--- src/dmv_pkg.sv ---
`timescale 1ns / 1ps
// ----------------------------------------------------------------------------
// dmv_pkg
// Shared widths, codes and types of the dense matrix-vector multiply unit.
// ----------------------------------------------------------------------------
package dmv_pkg;

    localparam int DIM_W       = 13;
    localparam int IDX_W       = 12;
    localparam int ROW_W       = 12;
    localparam int ACC_W       = 48;
    localparam int QUEUE_DEPTH = 4;
    localparam int QLVL_W      = $clog2(QUEUE_DEPTH + 1);

    localparam logic FUNC_LOAD   = 1'b0;
    localparam logic FUNC_MATRIX = 1'b1;

    typedef struct packed {
        logic first;
        logic end_row;
        logic last;
    } t_row_ctl;

endpackage

--- src/dmv_queue.sv ---
`timescale 1ns / 1ps
// ----------------------------------------------------------------------------
// dmv_queue
// Small register queue between the front and the back part.
// ----------------------------------------------------------------------------
module dmv_queue
    import dmv_pkg::*;
#(
    parameter int WIDTH = 8
) (
    input  logic              i_clk,
    input  logic              i_rst_n,
    input  logic              i_push,
    input  logic [WIDTH-1:0]  i_data,
    input  logic              i_pop,
    output logic              o_valid,
    output logic [WIDTH-1:0]  o_data,
    output logic [QLVL_W-1:0] o_level
);

    localparam int PTR_W = $clog2(QUEUE_DEPTH);

    logic [WIDTH-1:0]  r_mem [QUEUE_DEPTH];
    logic [PTR_W-1:0]  r_wptr;
    logic [PTR_W-1:0]  r_rptr;
    logic [QLVL_W-1:0] r_count;
    logic              w_pop;

    assign o_valid = (r_count != '0);
    assign o_data  = r_mem[r_rptr];
    assign o_level = r_count;
    assign w_pop   = i_pop && o_valid;

    always_ff @(posedge i_clk) begin
        if (i_push) begin
            r_mem[r_wptr] <= i_data;
        end
    end

    always_ff @(posedge i_clk) begin
        if (!i_rst_n) begin
            r_wptr  <= '0;
            r_rptr  <= '0;
            r_count <= '0;
        end else begin
            if (i_push) begin
                r_wptr <= r_wptr + 1'b1;
            end
            if (w_pop) begin
                r_rptr <= r_rptr + 1'b1;
            end
            case ({i_push, w_pop})
                2'b10:   r_count <= r_count + 1'b1;
                2'b01:   r_count <= r_count - 1'b1;
                default: r_count <= r_count;
            endcase
        end
    end

    a_no_overflow: assert property (@(posedge i_clk) disable iff (!i_rst_n)
        i_push && !w_pop |-> r_count < QLVL_W'(QUEUE_DEPTH))
        else $error("queue push while full");

    a_no_underflow: assert property (@(posedge i_clk) disable iff (!i_rst_n)
        i_pop |-> o_valid)
        else $error("queue pop while empty");

endmodule

--- config.mk ---
export PLATFORM = sky130hd
export DESIGN_NAME = dmv_queue
export DESIGN_NICKNAME = d
export VERILOG_FILES = /design/src/dmv_pkg.sv /design/src/dmv_queue.sv
export SDC_FILE = /design/constraint.sdc
export NUM_CORES = 1
export LEC_CHECK = 0
export BUFFER_PORTS_ARGS = -buffer_cell sky130_fd_sc_hd__buf_2
export CAP_MARGIN = 10
export CORE_AREA = 2 2 57 59
export CTS_BUF_LIST = sky130_fd_sc_hd__clkbuf_8
export CTS_CLUSTER_DIAMETER = 80
export CTS_CLUSTER_SIZE = 8
export DETAILED_ROUTE_END_ITERATION = 8
export DIE_AREA = 0 0 59 61
export PLACE_DENSITY = 0.78
export SETUP_SLACK_MARGIN = 0.1
export SYNTH_ARGS = -nofsm -noshare
export SYNTH_HDL_FRONTEND = slang
export SYNTH_SLANG_ARGS = --single-unit
--- constraint.sdc ---
create_clock -name i_clk -period 2.32 [get_ports i_clk]
set_input_delay 0.232 -clock i_clk [delete_from_list [all_inputs] [get_ports i_clk]]
set_output_delay 0.232 -clock i_clk [all_outputs]
set_load 0.02 [all_outputs]
==> key figures, run 1 <==
Cells and area
  • Commonest non-fill, non-tap cell in the layout: edfxtp_1
  • Multi-input gate area: 473 µm²
  • Commonest cells after routing, fill and taps aside: edfxtp_1 (32), buf_2 (23), dfxtp_1 (9), and2_1 (8)
  • Area Growth Syn to Fin: 13.6%
  • Register Area: 1140 µm²
  • Number of antenna repair diodes: 0
  • Final Instance Count excl. Fillers: 150
  • Fill cells: 220
  • Share of layout cells above drive strength 1: 0.291
  • # nets final: 134

Power
  • Worst VDD drop: 0.568 mV
  • Pleak: 0.695 nW
  • Power Density: 977 nW/µm²

Placement
  • Pre-CTS setup slack: 340 ps
  • DP HPWL: 1770 µm
  • Placed Cells: 142
  • IO buf count: 23
  • GPL Wtd Cong: 0.694

Clock tree
  • Clk_lat worst skew: 290 ps
  • CTS Buf Count: 5
  • H-tree depth: 2
  • Clk sink count: 41
  • CTS tree: done
  • CTS Root Cell: clkbuf_8
  • Hold-fix buffers, CTS: 0
  • PostCTS Resize Cnt: 0
  • Clock Tree Buf Depth: 2
  • Clk slew on worst S/H paths: 70 ps
  • Post-CTS Setup Repair Bufs: 0

Global route
  • GRT Overall Usage: 0.160
  • Initial antenna violation count: 0
  • Vias in the first global route: 830
  • First-pass GRT wire length: 3950 µm
  • Grt total ovfl: 0
  • Largest net degree at the start of global routing: 13

Setup path
  • Critical Path End Type: register
  • Max FO, Critical Path: 6
  • Slowest stage delay, CP: 450 ps
  • Worst R2R End: o_level[2]$_SDFFE_PN0P_
  • CP Buf/Inv Count: 1
  • Worst Path Arrival: 2230 ps
  • Worst-path cell chain: o31a_2 > ha_1 > inv_1 > fa_1 > xor2_1 > or3_1 > a21boi_0
  • Worst reg-to-reg setup slack: 300 ps
  • Setup crit end: o_level[2]$_SDFFE_PN0P_
  • Critical-path top delay cell: dfxtp_1
  • WP depth: 7
  • Critical path startpoint: o_level[0]$_SDFFE_PN0P_
  • Worst EP required: 2530 ps
  • Reg2reg path depth: 7
  • CP top delay family: adder cells
  • RR Startpoint: o_level[0]$_SDFFE_PN0P_
  • Crit path kind: reg2reg
  • Startpoint type of the worst setup path: register

Floorplan
  • # IOs: 24
  • Die ar.: 3600 µm²
  • Initial Utilization: 0.559
  • Die X: 59 µm
  • Core area: 2950 µm²
  • DIE HEIGHT: 61 µm
  • Rows: 20

Detailed routing
  • Per-cell routed wire length: 16.4 µm
  • Via Count: 813
  • Via density: 5.42
  • Post-DRT Antenna Nets: 0
  • Number of remaining DRC errors: 0
  • Total wire length: 2460 µm
  • DR iter-0 viols: 12
  • DR pass1 iterations: 3

STA
  • Final Hold Slack: 165 ps
  • Setup TNS Final: 0 ps
  • RSZ-0062 raised after global routing: false
  • Slew HR: 0.706
  • Worst-margin pin slew: 441 ps
  • Final Setup Violations: 0
  • Final min period: 2020 ps
  • Slew Viols, Final: 0
  • Final hold violations: 0
  • Setup Skew: 4.28 ps
  • Fin worst setup slack: 304 ps
  • Final Cycle Share: 0.869
  • FMAX: 0.496 GHz

Job
  • Total of max-cap violations: 0

Logic synthesis
  • Sequential share of the synthesized area: 0.691
  • Syn avg cell area: 18.8 µm²
  • Post-Synthesis Cells: 88
  • Total nets after synthesis: 106
  • Warnings from Yosys: 0
  • Cell area after synthesis: 1650 µm²
  • Synth unique cells: 21
  • #FFs+latches synth: 41

Status
  • Status: finished clean

Min path
  • HP Class: in2reg
[area by class of cell]
| type | count | area share |
|---|---|---|
| clock inverters | 3 | 0.00734 |
| inverters | 6 | 0.0120 |
| well taps | 33 | 0.0220 |
| multi-input cells | 39 | 0.252 |
| flip-flops and latches | 41 | 0.608 |
| repair buffers | 23 | 0.0614 |
| clock buffers | 5 | 0.0367 |
[kinds of logic after synthesis]
| kind of cell | Yosys count | share of synthesized area |
|---|---|---|
| multiplexers | 9 | 0.131 |
| AND/OR/NAND/NOR | 14 | 0.0523 |
| flip-flops | 41 | 0.691 |
| XOR/XNOR | 5 | 0.0265 |
| AO/OA/AOI/OAI | 5 | 0.0265 |
| adder cells (fa/ha/maj) | 6 | 0.0500 |
| buffers and inverters | 8 | 0.0227 |
[stage by stage]
step	util	power, mW	area (µm²)
2_1_floorplan	-	1.29	1650
3_3_place_gp	0.607	1.40	1790
3_5_place_dp	0.607	1.44	1790
4_1_cts	0.635	1.86	1880
5_1_grt	0.635	1.93	1880
6_report	0.635	1.83	1880
[worst reg2reg max path, cell delays in order, from the launching register on]
cell,delay (ps)
dfxtp_1,450
o31a_2,210
ha_1,190
inv_1,60
fa_1,390
xor2_1,170
or3_1,310
a21boi_0,170
[routing by layer]
layer  GRT usage  share of wire  vias to the layer above
met5           0              0                        -
met2       0.273           0.52                       19
li1            -              -                      390
met1       0.188           0.43                      402
met3      0.0576          0.040                        2
met4      0.0584          0.011                        0
[state kept, by name, summed over array words and instances, names as in the netlist, named ones only]
| name | cells |
|---|---|
| o_level | 3 |
| r_mem | 32 |
| r_rptr | 2 |
| r_wptr | 2 |
[worst min path at each step]
stage | slack (ps) | end | cells after the start | startpoint
4_1_cts | 150 | r_mem[2][4]$_DFFE_PP_ | 1 | i_data[4]
3_3_place_gp | 440 | r_mem[1][6]$_DFFE_PP_ | 1 | i_data[6]
5_1_grt | 160 | r_mem[2][4]$_DFFE_PP_ | 1 | i_data[4]
6_report | 170 | r_mem[2][4]$_DFFE_PP_ | 1 | i_data[4]
2_1_floorplan | 330 | r_mem[0][0]$_DFFE_PP_ | 0 | i_data[0]
3_5_place_dp | 450 | r_mem[3][4]$_DFFE_PP_ | 1 | i_data[4]
[report_power, final]
group | total [mW] | internal [mW] | switching [mW]
clock | 0.418 | 0.203 | 0.214
combinational | 0.473 | 0.219 | 0.253
sequential | 0.941 | 0.862 | 0.0793
[cell usage after synthesis]
| cell | n | area [µm²] |
|---|---|---|
| edfxtp_1 | 32 | 961 |
| dfxtp_1 | 9 | 180 |
| and2_1 | 8 | 50.1 |
| mux4_1 | 7 | 184 |
| inv_1 | 6 | 22.5 |
| ha_1 | 5 | 62.6 |
| nor2b_1 | 3 | 18.8 |
| xnor2_1 | 3 | 26.3 |
| o21ai_0 | 2 | 10.0 |
| xor2_1 | 2 | 17.5 |
| a21boi_0 | 1 | 7.51 |
| buf_6 | 1 | 11.3 |
| clkbuf_1 | 1 | 3.75 |
| fa_1 | 1 | 20.0 |
| mux2i_1 | 1 | 10.0 |
| mux4_2 | 1 | 22.5 |
| nand2_1 | 1 | 3.75 |
| o311ai_2 | 1 | 16.3 |
| o31a_2 | 1 | 10.0 |
| or3_1 | 1 | 6.26 |
| or3_2 | 1 | 7.51 |
(Power assumes the default switching activity.)
==> inputs of run 2 (changes only) <==
--- a/config.mk
+++ b/config.mk
@@ -8,11 +8,10 @@
 export BUFFER_PORTS_ARGS = -buffer_cell sky130_fd_sc_hd__buf_2
 export CAP_MARGIN = 10
-export CORE_AREA = 2 2 57 59
+export CORE_AREA = 2 2 64 66
 export CTS_BUF_LIST = sky130_fd_sc_hd__clkbuf_8
 export CTS_CLUSTER_DIAMETER = 80
 export CTS_CLUSTER_SIZE = 8
 export DETAILED_ROUTE_END_ITERATION = 8
-export DIE_AREA = 0 0 59 61
-export PLACE_DENSITY = 0.78
+export DIE_AREA = 0 0 66 68
 export SETUP_SLACK_MARGIN = 0.1
 export SYNTH_ARGS = -nofsm -noshare
==> constraint.sdc (replaced) <==
create_clock -name i_clk -period 2.32 [get_ports i_clk]
set_input_delay 0.116 -clock i_clk [delete_from_list [all_inputs] [get_ports i_clk]]
set_output_delay 0.116 -clock i_clk [all_outputs]
set_load 0.02 [all_outputs]
==> run 2 against run 1 <==
  * Clock-buffer cell count grew 1
  * Register-to-register slack better by 70 ps
  * Final cell count grew 11%
  * Sequential share of layout area down 0.92 points
  * Wire length up 0.81%
  * Largest power group unchanged
  * Critical endpoint unchanged
==> key figures, run 2 (synthesis results as in run 1) <==
STA
  • Final min period: 1950 ps
  • Final Cycle Share: 0.839
  • Slew Viols, Final: 0
  • Final Setup Violations: 0
  • Final hold violations: 0
  • RSZ-0062 raised after global routing: false
  • Setup Skew: 4.85 ps
  • Setup TNS Final: 0 ps
  • FMAX: 0.514 GHz
  • Worst-margin pin slew: 482 ps
  • Slew HR: 0.678
  • Fin worst setup slack: 374 ps

Floorplan
  • Die ar.: 4490 µm²
  • Core area: 3860 µm²
  • Rows: 23
  • # IOs: 24
  • Die X: 66 µm
  • DIE HEIGHT: 68 µm
  • Initial Utilization: 0.428

Detailed routing
  • DR iter-0 viols: 28
  • Total wire length: 2480 µm
  • Via density: 4.96
  • Via Count: 829
  • Post-DRT Antenna Nets: 0
  • Number of remaining DRC errors: 0
  • Per-cell routed wire length: 14.8 µm
  • DR pass1 iterations: 4

Status
  • Status: finished clean

Power
  • Pleak: 0.700 nW
  • Pwr Total: 1.85 mW
  • Worst VDD drop: 0.631 mV
  • Power Density: 971 nW/µm²
  • Pint: 1.31 mW
  • Switch share: 0.290
  • Clock power frac: 0.242
  • Sequential share of power: 0.510
  • Proportion of power drawn by combinational gates: 0.248
  • Psw: 0.536 mW

Setup path
  • Worst EP required: 2530 ps
  • Critical Path End Type: register
  • Worst Path Arrival: 2160 ps
  • Worst R2R End: o_level[2]$_SDFFE_PN0P_
  • Critical-path top delay cell: dfxtp_1
  • Critical path startpoint: o_level[0]$_SDFFE_PN0P_
  • Max FO, Critical Path: 6
  • Reg2reg path depth: 7
  • Startpoint type of the worst setup path: register
  • RR Startpoint: o_level[0]$_SDFFE_PN0P_
  • Crit path kind: reg2reg
  • Worst reg-to-reg setup slack: 370 ps
  • Worst-path cell chain: o31a_2 > ha_1 > inv_1 > fa_1 > xor2_1 > or3_1 > a21boi_0
  • Slowest stage delay, CP: 440 ps

Global route
  • Largest net degree at the start of global routing: 13
  • Grt total ovfl: 0
  • Busiest grt layer: met2
  • Initial antenna violation count: 0
  • Met1 usage: 0.159
  • First-pass GRT wire length: 4030 µm
  • Met3 Use GR: 0.0526
  • Met2 Use GR: 0.198
  • GRT Overall Usage: 0.128
  • Vias in the first global route: 834

Min path
  • Hold path start: i_data[6]
  • HP Class: in2reg
  • Worst Hold Path EP: r_mem[1][6]$_DFFE_PP_
  • Hold Crit Depth: 1

Job
  • Total of max-cap violations: 0

Cells and area
  • Area Growth Syn to Fin: 15.3%
  • Most flops, register: r_mem
  • # nets final: 134
  • Number of antenna repair diodes: 0
  • Commonest cells after routing, fill and taps aside: edfxtp_1 (32), buf_2 (23), dfxtp_1 (9), inv_1 (8), and2_1 (8)
  • Commonest non-fill, non-tap cell in the layout: edfxtp_1
  • Share of layout cells above drive strength 1: 0.282
  • Max reg flops: 32

Placement
  • Pre-CTS setup slack: 390 ps
  • DP HPWL: 1710 µm
  • GPL Wtd Cong: 0.719
  • IO buf count: 23

Clock tree
  • Hold-fix buffers, CTS: 0
  • Clk_lat worst skew: 280 ps
  • Clk sink count: 41
  • CTS Buf Count: 5
  • Clock Tree Buf Depth: 2
  • CTS Root Cell: clkbuf_8
  • PostCTS Resize Cnt: 0
  • Clk slew on worst S/H paths: 70 ps
  • CTS tree: done
  • H-tree depth: 2
  • Post-CTS Setup Repair Bufs: 0
[run 2: cell count changes in the layout (fill, tap and decap cells not counted)]
cell	delta
clkbuf_8	+1
inv_1	+1
clkinv_2	-2
[run 2: worst max-delay path by stage]
| stage | end | cells past startpoint | slack [ps] |
|---|---|---|---|
| after CTS | o_level[2]$_SDFFE_PN0P_ | 7 | 370 |
| after global routing | o_level[2]$_SDFFE_PN0P_ | 7 | 300 |
| after detailed placement | o_level[2]$_SDFFE_PN0P_ | 7 | 390 |
| after floorplan | o_level[2]$_SDFFE_PN0P_ | 7 | 370 |
| final | o_level[2]$_SDFFE_PN0P_ | 7 | 370 |
| after global placement | o_level[2]$_SDFFE_PN0P_ | 7 | 480 |
[run 2: power groups by stage]
stage               clock network, mW  logic [mW]  registers, mW
finish                          0.447       0.459          0.943
global route                    0.496       0.503          0.954
CTS                             0.457       0.468          0.945
detailed placement                  0       0.467          0.961
global placement                    0       0.456          0.954
floorplan                           0       0.346          0.944
[run 2: metrics by stage]
step	instance area [µm²]	std cells	util	hold WS (ps)
finish	1900	167	0.494	42.8
global route	1900	167	0.494	37.0
CTS	1900	167	0.494	35.8
detailed placement	1810	159	0.470	334
global placement	1810	159	0.470	326
floorplan	1650	88	-	215
[run 2: area by class of cell]
class                   instances  area [µm²]
fillers                       342        1950
well taps                      50        62.6
inverters                       6        22.5
clock inverters                 2        7.51
flip-flops and latches         41        1140
clock buffers                   6        82.6
repair buffers                 23         115
multi-input cells              39         473
[run 2: worst max-delay path: cells and delay by family, from the launching register on]
family / cells / cell delay (ps)
AO/OA/AOI/OAI: 2 / 370
buffers and inverters: 1 / 60
XOR/XNOR: 1 / 160
adder cells (fa/ha/maj): 2 / 550
flip-flops: 1 / 440
AND/OR/NAND/NOR: 1 / 300
[run 2: metal layers]
| metal | share of wire | up-vias |
|---|---|---|
| met5 | 0 | - |
| met4 | 0.015 | 0 |
| met3 | 0.055 | 4 |
| met2 | 0.50 | 23 |
| met1 | 0.43 | 408 |
| li1 | - | 394 |
