===== config.mk =====
export PLATFORM = sky130hd
export DESIGN_NAME = dmv_back
export DESIGN_NICKNAME = d
export VERILOG_FILES = /design/src/dmv_pkg.sv /design/src/dmv_back.sv
export SDC_FILE = /design/constraint.sdc
export NUM_CORES = 1
export LEC_CHECK = 0
export ABC_CLOCK_PERIOD_IN_PS = 5600
export BUFFER_PORTS_ARGS = -buffer_cell sky130_fd_sc_hd__buf_2
export CORE_UTILIZATION = 37
export DETAILED_ROUTE_END_ITERATION = 8
export PLACE_DENSITY = 0.52
export SYNTH_ARGS = -nofsm -noshare
export SYNTH_HDL_FRONTEND = slang
export SYNTH_SLANG_ARGS = --single-unit

===== constraint.sdc =====
create_clock -name i_clk -period 5.6 [get_ports i_clk]
set_clock_uncertainty 0.1 [all_clocks]
set_input_delay 0 -clock i_clk [delete_from_list [all_inputs] [get_ports i_clk]]
set_output_delay 0 -clock i_clk [all_outputs]
set_load 0.1 [all_outputs]

===== src/dmv_pkg.sv =====
`timescale 1ns / 1ps
// ----------------------------------------------------------------------------
// dmv_pkg
// Shared widths, codes and types of the dense matrix-vector multiply unit.
// ----------------------------------------------------------------------------
package dmv_pkg;

    localparam int DIM_W       = 13;
    localparam int IDX_W       = 12;
    localparam int ROW_W       = 12;
    localparam int ACC_W       = 48;
    localparam int QUEUE_DEPTH = 4;
    localparam int QLVL_W      = $clog2(QUEUE_DEPTH + 1);

    localparam logic FUNC_LOAD   = 1'b0;
    localparam logic FUNC_MATRIX = 1'b1;

    typedef struct packed {
        logic first;
        logic end_row;
        logic last;
    } t_row_ctl;

endpackage


===== src/dmv_back.sv =====
`timescale 1ns / 1ps
// ----------------------------------------------------------------------------
// dmv_back
// Multiplies each matrix item by its vector entry, accumulates the row and
// holds each finished row sum in the output register.
// ----------------------------------------------------------------------------
module dmv_back
    import dmv_pkg::*;
#(
    parameter int ELEMENT_WIDTH = 16,
    parameter int AW            = 12
) (
    input  logic                     i_clk,
    input  logic                     i_rst_n,
    input  logic                     i_q_valid,
    input  logic [ELEMENT_WIDTH-1:0] i_q_elem,
    input  logic [ELEMENT_WIDTH-1:0] i_q_vec,
    input  t_row_ctl                 i_q_ctl,
    input  logic [AW-1:0]            i_q_row,
    output logic                     o_q_pop,
    output logic                     o_empty,
    input  logic                     i_pop,
    output logic [ROW_W-1:0]         o_row_number,
    output logic signed [ACC_W-1:0]  o_row_sum,
    output logic                     o_last_row
);

    localparam int PW = 2 * ELEMENT_WIDTH;

    logic                    r_p_valid;
    logic signed [PW-1:0]    r_prod;
    t_row_ctl                r_p_ctl;
    logic [AW-1:0]           r_p_row;
    logic [ACC_W-1:0]        r_acc;
    logic                    r_out_valid;
    logic [ROW_W-1:0]        r_out_row;
    logic [ACC_W-1:0]        r_out_sum;
    logic                    r_out_last;

    logic             w_adv;
    logic             w_fire;
    logic [ACC_W-1:0] w_base;
    logic [ACC_W-1:0] w_sum;

    assign w_adv   = !(r_p_valid && r_p_ctl.end_row && r_out_valid && !i_pop);
    assign w_fire  = w_adv && r_p_valid;
    assign o_q_pop = i_q_valid && w_adv;
    assign w_base  = r_p_ctl.first ? '0 : r_acc;
    assign w_sum   = w_base + ACC_W'(r_prod);

    always_ff @(posedge i_clk) begin
        if (o_q_pop) begin
            r_prod  <= $signed(i_q_elem) * $signed(i_q_vec);
            r_p_ctl <= i_q_ctl;
            r_p_row <= i_q_row;
        end
        if (w_fire && r_p_ctl.end_row) begin
            r_out_row  <= ROW_W'(r_p_row);
            r_out_sum  <= w_sum;
            r_out_last <= r_p_ctl.last;
        end
    end

    always_ff @(posedge i_clk) begin
        if (!i_rst_n) begin
            r_p_valid   <= 1'b0;
            r_acc       <= '0;
            r_out_valid <= 1'b0;
        end else begin
            if (w_adv) begin
                r_p_valid <= i_q_valid;
            end
            if (w_fire) begin
                r_acc <= w_sum;
            end
            if (w_fire && r_p_ctl.end_row) begin
                r_out_valid <= 1'b1;
            end else if (i_pop) begin
                r_out_valid <= 1'b0;
            end
        end
    end

    assign o_empty      = !r_out_valid;
    assign o_row_number = r_out_row;
    assign o_row_sum    = $signed(r_out_sum);
    assign o_last_row   = r_out_last;

    a_stall_only_on_full_out: assert property (@(posedge i_clk) disable iff (!i_rst_n)
        !w_adv |=> r_out_valid && r_p_valid)
        else $error("back part stalled without a waiting result");

endmodule


==> impl_metrics.tcl, run 1 <==
set metrics [dict create \
    status "finished clean" \
    antenna_left 0 \
    synthSimpleGateAreaFrac_pct 16.4 \
    clock_sinks 158 \
    arrival_ps 5560 \
    final.period_utilization_pct 96.2 \
    postSynthNetCount 2343 \
    design.core.area_sq_mm 0.0487 \
    place.detailed.hpwl_um 34700 \
    ys_seq_area_share_pct 23.3 \
    height_of_the_die_um 224 \
    met3_usage_pct 1.90 \
    layout_commonest_cell "inv_1" \
    top_usage_layer "met2" \
    worst-setup-path-type "primary input to register" \
    detail_route.wl_per_cell_um 15.2 \
    setup_viol 0 \
    async_reset_ff_share_pct 0 \
    unique_masters_post_synth 74 \
    maxCapViolations 0 \
    io_pins 114 \
    via_count 13400 \
    most_frequently_used_flop_master_after_synthesis "edfxtp_1" \
    synth.mux.area_fraction_pct 0.439 \
    number_of_global_route_vias_before_repair 14200 \
    synth-compound-area-share_pct 9.72 \
    synth_xor_xnor_area_share_pct 3.55 \
    grt.met1_usage_pct 24.4 \
    synth.avg_cell_area_sq_um 9.60 \
    routed_via_density 4.78 \
    hold_viol_final 0 \
    port-buffer-count 113 \
    globalRouteMet2Util_pct 30.1 \
    drt-pass1-iter-count 5 \
    hold_slack_ps 184 \
    final_max_slew_viols 0 \
    grt_usage_pct 17.8 \
    synth_top_family_by_area "adder cells" \
    design.die.area_sq_mm 0.0502 \
    n_antenna_cell 0 \
    crit_path_max_fanout 10 \
    antenna_violations_before_repair 0 \
    leading_cell_types_in_the_layout_fill_and_taps_excluded "inv_1, fa_1, nand2_1" \
    grt_max_degree 60 \
    route.final.wire_length_um 42700 \
    worst_setup_path_start_kind "primary input" \
    share_of_cells_above_drive_strength_1_pct 15.4 \
    grt_overflow 0 \
    clock_path_buffers 2 \
    grt_pass1_wl_um 72200 \
    drc_errors 0 \
    clock_buffer_count_from_cts 17 \
    flow.area_growth_from_synthesis_pct 17.1 \
    design.final.nets 2569 \
    postLayoutCoreUtil_pct 43.8 \
    cts_tree "yes" \
    timing_worst_slew_pin_value_ps 844 \
    detailedRoute.firstIterationViolations 568 \
    rsz0062_at_grt "yes" \
    clock_period_minus_worst_slack_ps 5390 \
    clock_tree.htree_level_count 4 \
    root_buffer "clkbuf_16" \
    setup.worst_path.end_class "register" \
    initial_core_util_pct 37.4 \
    hp-class "primary input to register" \
    synth-seq-cells 158 \
    worst-endpoint-required_ps 5770 \
    die_width_um 224 \
    final.fill_count 4725 \
    yosysWarnings 0 \
    worstSkewPairLatency_ps 440 \
    synth_fa_ha_area_share_pct 37.7 \
    place.gp.congestion 0.890 \
    synth_enable_flop_cells 108 \
    max_freq_ghz 0.186 \
    path_clk_slew_ps 60 \
    syn_area_sq_mm 0.0182 \
    cell_count_after_synthesis 1900 \
    slew_headroom_pct 42.3 \
    std_cell_rows 81 \
]
-- per-layer routing --
metal | part of all wire [%] | up-vias
met2 | 46 | 244
met5 | 0 | -
met3 | 3.4 | 32
met4 | 1.2 | 0
met1 | 49 | 6569
li1 | - | 6567
-- sequential cells by signal (all words and copies together), names as in the netlist --
register / count
r_p_ctl: 3
o_last_row: 1
r_acc: 48
r_p_row: 12
r_p_valid: 1
r_prod: 32
o_row_sum: 48
o_row_number: 12
r_out_valid: 1
-- critical path, cell delays in order --
cell      delay, ps
clkbuf_4        170
and2_1          180
fa_2            620
buf_4           120
fa_1            420
fa_1            440
fa_1            510
fa_1            540
inv_1            50
fa_1            480
inv_1            70
ha_4            210
a21o_1          150
a21o_1          180
a21oi_2         140
o21ai_2          70
nand2b_1         70
o311ai_1         90
buf_4           160
or4_4           420
a2111o_1        370
o211ai_1         90
-- synth_stat cells, types with 6 or more instances --
cell type | instances | area, sq um
nor3_1 | 21 | 105
or4_1 | 6 | 45.0
nand4_1 | 14 | 87.6
xor2_1 | 19 | 166
nand3_1 | 32 | 160
mux2i_1 | 8 | 80.1
ha_1 | 129 | 1610
o21ai_0 | 43 | 215
fa_1 | 263 | 5270
o211ai_1 | 14 | 105
nor2b_1 | 57 | 357
nand2b_1 | 12 | 75.1
inv_1 | 343 | 1290
clkbuf_1 | 56 | 210
a31oi_1 | 13 | 81.3
or3_1 | 12 | 75.1
nor2_1 | 66 | 248
xnor2_1 | 55 | 482
nand2_1 | 189 | 709
and3_1 | 12 | 75.1
edfxtp_1 | 108 | 3240
o21a_1 | 12 | 90.1
o21bai_1 | 14 | 105
clkbuf_8 | 7 | 96.3
dfxtp_1 | 50 | 1000
a21oi_1 | 96 | 480
and2_1 | 132 | 826
a21o_1 | 31 | 233
-- area by class of cell --
class / instances / area, sq um / share of cell area [%]
inverter: 343 / 1290 / 6.03
multi-input combinational: 1331 / 12500 / 58.7
clock buffer: 20 / 437 / 2.04
clock inverter: 12 / 120 / 0.562
timing repair buffer: 275 / 1900 / 8.89
sequential: 158 / 4240 / 19.9
tap: 664 / 831 / 3.89
-- metrics by stage --
step	setup WS (ps)	setup TNS [ps]	area [sq um]	std cells
after global routing	-36.4	-58.8	21400	2803
after floorplan	-5.00	-5.00	18300	1900
after CTS	84.0	0	21200	2801
after global placement	-368	-1830	20400	2749
after detailed placement	-482	-2560	20400	2749
final	211	0	21400	2803
-- cell families (layout without fill, tap and decap cells) --
group           Yosys count  in the layout
buf+inv                 411            650
mux                       8              8
compound gates          276            276
simple gates            581            581
xor+xnor                 74             74
flops                   158            158
fa+ha+maj               392            392
-- worst paths after layout --
path / endpoint / slack [ps] / from / depth (start not counted)
max: r_prod[31]$_DFFE_PP_ / 210 / i_q_vec[3] / 22
min reg2reg: o_row_number[7]$_DFFE_PP_ / 320 / r_p_row[7]$_DFFE_PP_ / 0
min: r_p_row[9]$_DFFE_PP_ / 180 / i_q_row[9] / 2
max reg2reg: o_row_sum[34]$_DFFE_PP_ / 1350 / r_p_ctl[2]$_DFFE_PP_ / 13
-- repair_timing --
action                                  CTS  global route
hold buffers                             20             0
gates resized for setup                   1            51
buffers inserted                          0             2
pin swaps                                 0            22
hold endpoints to repair                 20             0
endpoints found under the setup margin    1             6
Power of run 1 is not shown: default switching activity piles up to over one toggle a cycle in this logic, so the estimate is an artifact.
==> inputs of run 2 (changes only) <==
--- a/config.mk
+++ b/config.mk
@@ -5,11 +5,11 @@
 export SDC_FILE = /design/constraint.sdc
 export NUM_CORES = 1
 export LEC_CHECK = 0
-export ABC_CLOCK_PERIOD_IN_PS = 5600
+export ABC_CLOCK_PERIOD_IN_PS = 4600
 export BUFFER_PORTS_ARGS = -buffer_cell sky130_fd_sc_hd__buf_2
 export CORE_UTILIZATION = 37
 export DETAILED_ROUTE_END_ITERATION = 8
-export PLACE_DENSITY = 0.52
+export PLACE_DENSITY = 0.64
 export SYNTH_ARGS = -nofsm -noshare
 export SYNTH_HDL_FRONTEND = slang
 export SYNTH_SLANG_ARGS = --single-unit
==> constraint.sdc (replaced) <==
create_clock -name i_clk -period 4.6 [get_ports i_clk]
set_clock_uncertainty 0.1 [all_clocks]
set_input_delay 0 -clock i_clk [delete_from_list [all_inputs] [get_ports i_clk]]
set_output_delay 0 -clock i_clk [all_outputs]
set_load 0.1 [all_outputs]
==> run 2 against run 1 <==
Compared with the run above: the flow now finishes with violations (setup timing); register-to-register slack got worse by 560 ps; cell count rose by 2.0%; global-route usage fell by 0.098 points; count of clock-buffer cells in the layout rose by 1; critical path depth did not move; routed wire length rose by 2.8%; final area rose by 5.6%.
==> impl_metrics.tcl, run 2 (same netlist as run 1, synthesis figures left out) <==
set metrics [dict create \
    violations "setup timing" \
    io_pins 114 \
    area.sequential_sq_mm 0.00424 \
    worstSkewPairLatency_ps 440 \
    critical_path.reg2reg.endpoint "r_acc[44]$_SDFFE_PN0P_" \
    route.final.wire_length_um 43900 \
    worst-r2r-setup-slack_ps 790 \
    setup.worst_path.end_class "register" \
    worst-endpoint-required_ps 4770 \
    clock_buffer_count_from_cts 17 \
    antenna_left 0 \
    drt-pass1-iter-count 7 \
    setup_viol 17 \
    cts_tree "yes" \
    max_freq_ghz 0.190 \
    hold_viol_final 0 \
    number_of_global_route_vias_before_repair 14500 \
    antenna_violations_before_repair 0 \
    postLayoutCoreUtil_pct 46.3 \
    design.die.area_sq_mm 0.0502 \
    grt_pass1_wl_um 72300 \
    root_buffer "clkbuf_16" \
    crit-reg2reg-launch "r_p_ctl[2]$_DFFE_PP_" \
    worst_setup_path_start_kind "primary input" \
    clock_path_buffers 2 \
    timing.hold.worst.start "i_q_vec[0]" \
    rsz0062_at_grt "yes" \
    via_count 14000 \
    final.fill_count 4574 \
    arrival_ps 5440 \
    place.gp.congestion 0.898 \
    grt_overflow 0 \
    height_of_the_die_um 224 \
    clock_tree.htree_level_count 4 \
    die_width_um 224 \
    timing_worst_slew_pin_value_ps 1080 \
    hp-class "primary input to register" \
    maxCapViolations 0 \
    hold_end "r_prod[0]$_DFFE_PP_" \
    routed_via_density 4.89 \
    path_clk_slew_ps 60 \
    detail_route.wl_per_cell_um 15.4 \
    clock_sinks 158 \
    layout_commonest_cell "inv_1" \
    crit_path_max_fanout 5 \
    grt_usage_pct 17.7 \
    n_antenna_cell 0 \
    slew_headroom_pct 27.7 \
    fin_ws_ps -666 \
    drc_errors 0 \
    detailedRoute.firstIterationViolations 751 \
    place.detailed.hpwl_um 35000 \
    flow.area_growth_from_synthesis_pct 23.6 \
    final.period_utilization_pct 114 \
    grt_max_degree 60 \
    share_of_cells_above_drive_strength_1_pct 22.6 \
    min_delay_path_depth 3 \
    std_cell_rows 81 \
    worst-setup-path-type "primary input to register" \
    port-buffer-count 113 \
    status "finished with violations" \
    design.final.nets 2625 \
    final_max_slew_viols 0 \
    design.core.area_sq_mm 0.0487 \
    initial_core_util_pct 37.4 \
    leading_cell_types_in_the_layout_fill_and_taps_excluded "inv_1, fa_1, nand2_1, buf_4, and2_1" \
    r2r_cells 13 \
    multi_input_area_sq_mm 0.0130 \
    totalNegativeSetupSlack_ps -6260 \
    clock_period_minus_worst_slack_ps 5270 \
]
## run 2: cell types whose count changed in the layout (fill, tap and decap cells not counted), sizes merged
cell,delta
clkbuf,-2
clkinvlp,+4
buf,+59
clkinv,-1
bufinv,-2
dlygate4sd3,-1
bufbuf,+1
inv,-2
## run 2: worst max-delay path by stage
| stage | start | endpoint | slack [ps] | cells after the start |
|---|---|---|---|---|
| finish | i_q_elem[7] | r_prod[31]$_DFFE_PP_ | -670 | 22 |
| global route | i_q_vec[1] | r_prod[31]$_DFFE_PP_ | -840 | 23 |
| CTS | i_q_vec[3] | r_prod[31]$_DFFE_PP_ | -660 | 21 |
| floorplan | i_q_vec[4] | r_prod[31]$_DFFE_PP_ | -840 | 22 |
| detailed placement | i_q_vec[4] | r_prod[31]$_DFFE_PP_ | -1310 | 22 |
| global placement | i_q_elem[15] | r_prod[31]$_DFFE_PP_ | -1240 | 22 |
## run 2: per-stage QoR
step | hold WS (ps) | std cells | setup slack, ps | instance area [sq um]
floorplan | -1.13 | 1900 | -841 | 18600
global placement | 79.0 | 2774 | -1240 | 20800
detailed placement | 78.1 | 2774 | -1310 | 20800
CTS | 65.7 | 2845 | -659 | 22200
global route | 104 | 2859 | -844 | 22600
finish | 80.8 | 2859 | -666 | 22600
## run 2: routing by layer
layer	share of wire, %	wire (um)	global-route usage, %
met1	46	20000	23.5
met2	49	21300	30.6
met3	3.9	1700	1.82
met4	2.1	918	5.19
met5	0	0	0
## run 2: timing repair
action / CTS / global route
hold buffers: 19 / 0
endpoints found under the setup margin: 19 / 20
hold endpoints to repair: 34 / 0
setup buffers: 24 / 14
pin swaps: 57 / 30
resized for setup: 130 / 62
gates cloned: 1 / 2
## run 2: final cells by class
| cell class | count | share of cell area (%) |
|---|---|---|
| clock buffer | 21 | 2.00 |
| clock inverter | 11 | 0.311 |
| inverter | 343 | 5.72 |
| multi-input combinational | 1331 | 57.8 |
| sequential | 158 | 18.8 |
| tap | 664 | 3.68 |
| timing repair buffer | 331 | 11.6 |
## run 2: worst max-delay path: stages
cell and delay (ps):
buf_12 110, and2_4 150, fa_1 560, inv_2 50, fa_2 540, fa_2 450, fa_1 490, inv_1 50
fa_1 470, inv_1 50, fa_2 520, inv_2 40, ha_4 140, a21o_1 150, a21oi_1 130, nor2_1 50
nor2_1 100, o31a_1 270, o311ai_4 130, or4_4 510, a2111o_1 370, o211ai_1 100
Power of run 2 is left out for the same reason.
==> inputs of run 3 (changes only) <==
--- a/config.mk
+++ b/config.mk
@@ -5,6 +5,7 @@
 export SDC_FILE = /design/constraint.sdc
 export NUM_CORES = 1
 export LEC_CHECK = 0
+export ABC_AREA = 1
 export ABC_CLOCK_PERIOD_IN_PS = 4600
 export BUFFER_PORTS_ARGS = -buffer_cell sky130_fd_sc_hd__buf_2
 export CORE_UTILIZATION = 37
==> run 3 against run 2 <==
Compared with the run above: the run still ends with setup timing left; die area up 12%; largest cell class unchanged; global-route usage up 2.0 points; area after synthesis is 12% higher; maximum frequency up 14%; sequential share of layout area decreased by 2.4 points; via count grew 23%; highest routed layer unchanged; cell count up 32%; synthesized cell count rose by 47%.
==> impl_metrics.tcl, run 3 <==
set metrics [dict create \
    die_width_um 237 \
    routed_via_density 4.53 \
    synth.avg_cell_area_sq_um 7.31 \
    grt_usage_pct 19.7 \
    cell_count_after_synthesis 2800 \
    cts_tree "yes" \
    height_of_the_die_um 237 \
    drc_errors 0 \
    worst_setup_path_start_kind "primary input" \
    clock_path_buffers 2 \
    largest_area_contributor_in_the_netlist "fa_1" \
    leading_cell_types_in_the_layout_fill_and_taps_excluded "inv_1, nand2_1, fa_1" \
    final.period_utilization_pct 101 \
    final_cells 3788 \
    final.fill_count 5307 \
    rsz0062_at_grt "yes" \
    std_cell_rows 85 \
    setup_viol 2 \
    grt_overflow 0 \
    initial_core_util_pct 37.7 \
    detail_route.wl_per_cell_um 14.3 \
    worst-endpoint-required_ps 4680 \
    final_max_slew_viols 0 \
    synth.top_cells.by_count "inv_1, nand2_1, fa_1" \
    path_clk_slew_ps 70 \
    synth-compound-area-share_pct 4.60 \
    io_pins 114 \
    design.core.area_sq_mm 0.0542 \
    synth-seq-cells 158 \
    synthSimpleGateAreaFrac_pct 22.3 \
    antenna_left 0 \
    clock_period_minus_worst_slack_ps 4630 \
    number_of_global_route_vias_before_repair 17400 \
    design.final.nets 3522 \
    place.detailed.hpwl_um 45100 \
    status "finished with violations" \
    place.gp.congestion 1.03 \
    root_buffer "clkbuf_16" \
    crit_path_max_fanout 4 \
    most_frequently_used_flop_master_after_synthesis "edfxtp_1" \
    slew_headroom_pct 40.4 \
    timing_worst_slew_pin_value_ps 893 \
    yosysMostFrequentCell "inv_1" \
    unique_masters_post_synth 36 \
    max_freq_ghz 0.216 \
    postSynthNetCount 3243 \
    setup.worst_path.end_class "register" \
    clock_buffer_count_from_cts 17 \
    numPlacedInstances 3706 \
    grt_max_degree 73 \
    drt-pass1-iter-count 5 \
    route.final.wire_length_um 54200 \
    share_of_cells_above_drive_strength_1_pct 21.2 \
    hold_viol_final 0 \
    layout_commonest_cell "inv_1" \
    grt_pass1_wl_um 88500 \
    clock_tree.htree_level_count 4 \
    n_antenna_cell 0 \
    ys_seq_area_share_pct 20.7 \
    detailedRoute.firstIterationViolations 1114 \
    design.die.area_sq_mm 0.0562 \
    antenna_violations_before_repair 0 \
    yosysWarnings 0 \
    via_count 17200 \
    hp-class "primary input to register" \
    arrival_ps 4710 \
    hold_slack_ps 99.7 \
    worstSkewPairLatency_ps 440 \
    maxCapViolations 0 \
    flow.area_growth_from_synthesis_pct 26.0 \
    port-buffer-count 113 \
    synth.mux.area_fraction_pct 0 \
    synthTopCellsByArea "fa_1, edfxtp_1, inv_1" \
    worst-setup-path-type "primary input to register" \
    synth_fa_ha_area_share_pct 33.6 \
    violations "setup timing" \
    synth.top_cell.area_share_pct 25.7 \
    clock_sinks 158 \
    async_reset_ff_share_pct 0 \
    synth_xor_xnor_area_share_pct 2.26 \
    fin_ws_ps -33.3 \
    synth_enable_flop_cells 108 \
    syn_area_sq_mm 0.0205 \
    synth_top_family_by_area "adder cells" \
]
==> run 3: cell count changes after synthesis, moves of 16 or more <==
cell     previous run  this run
nor2_1             66       164
xnor2_1            55        17
nor2_2              0        16
inv_1             343       812
nand2_1           189       795
and2_1            132         2
nor2b_1            57         0
nand3_1            32        85
a21o_1             31         8
==> run 3: path summary, 6_finish.rpt <==
kind	end	slack [ps]	startpoint	cells past startpoint
hold reg to reg	o_row_number[2]$_DFFE_PP_	320	r_p_row[2]$_DFFE_PP_	0
setup reg to reg	r_acc[15]$_SDFFE_PN0P_	1150	r_p_ctl[2]$_DFFE_PP_	13
setup / recovery	r_prod[20]$_DFFE_PP_	-30	i_q_elem[10]	24
hold / removal	r_prod[1]$_DFFE_PP_	100	i_q_vec[1]	5
==> run 3: what timing repair did <==
item                       4_1_cts  5_1_grt
buffers inserted                 8       23
pin swaps                       43      113
gates resized for setup         89      255
setup endpoints to repair       19       21
cloned                           0        4
hold endpoints to repair        21        0
hold buffers                    18        0
==> run 3: critical path: stages <==
cell and delay [ps]:
buf_8 100, buf_12 120, buf_6 110, nand2_2 50, inv_2 30, fa_1 490, inv_1 50, fa_1 480
fa_2 540, inv_2 40, fa_2 440, fa_1 490, inv_1 50, fa_1 490, inv_2 50, ha_4 240
buf_12 130, nand2_8 60, inv_6 40, a21oi_4 210, nor2_4 60, nor2_2 150, nand3_2 110, xor2_2 160
==> run 3: logic make-up (layout without fill, tap and decap cells) <==
family          after synthesis  after routing
compound gates              178            178
xor+xnor                     52             52
fa+ha+maj                   392            392
buf+inv                     897           1189
flops                       158            158
simple gates               1123           1123
==> run 3: layout make-up <==
| cell class | instances | area (sq um) | share of cell area, % |
|---|---|---|---|
| clock buffers | 18 | 429 | 1.66 |
| clock inverters | 14 | 139 | 0.539 |
| flip-flops and latches | 158 | 4240 | 16.5 |
| multi-input cells | 1745 | 14100 | 54.7 |
| inverters | 821 | 3110 | 12.1 |
| repair buffers | 336 | 2880 | 11.2 |
| well taps | 696 | 871 | 3.38 |
==> run 3: per-layer routing <==
layer / up-vias / part of all wire (%) / track usage [%]
met5: - / 0 / 0
met3: 63 / 3.2 / 1.73
li1: 8709 / - / -
met4: 0 / 2.0 / 5.22
met1: 8085 / 46 / 26.2
met2: 300 / 49 / 34.4
==> run 3: per-stage QoR <==
stage | instance area [sq um] | TNS, ps | setup WS (ps) | util [%]
floorplan | 21200 | -2570 | -286 | -
global placement | 23500 | -11900 | -617 | 43.4
detailed placement | 23500 | -12370 | -680 | 43.4
CTS | 24600 | -22.1 | -12.6 | 45.4
global route | 25800 | -1740 | -177 | 47.5
finish | 25800 | -37.9 | -33.3 | 47.5
Power of run 3 is left out for the same reason.
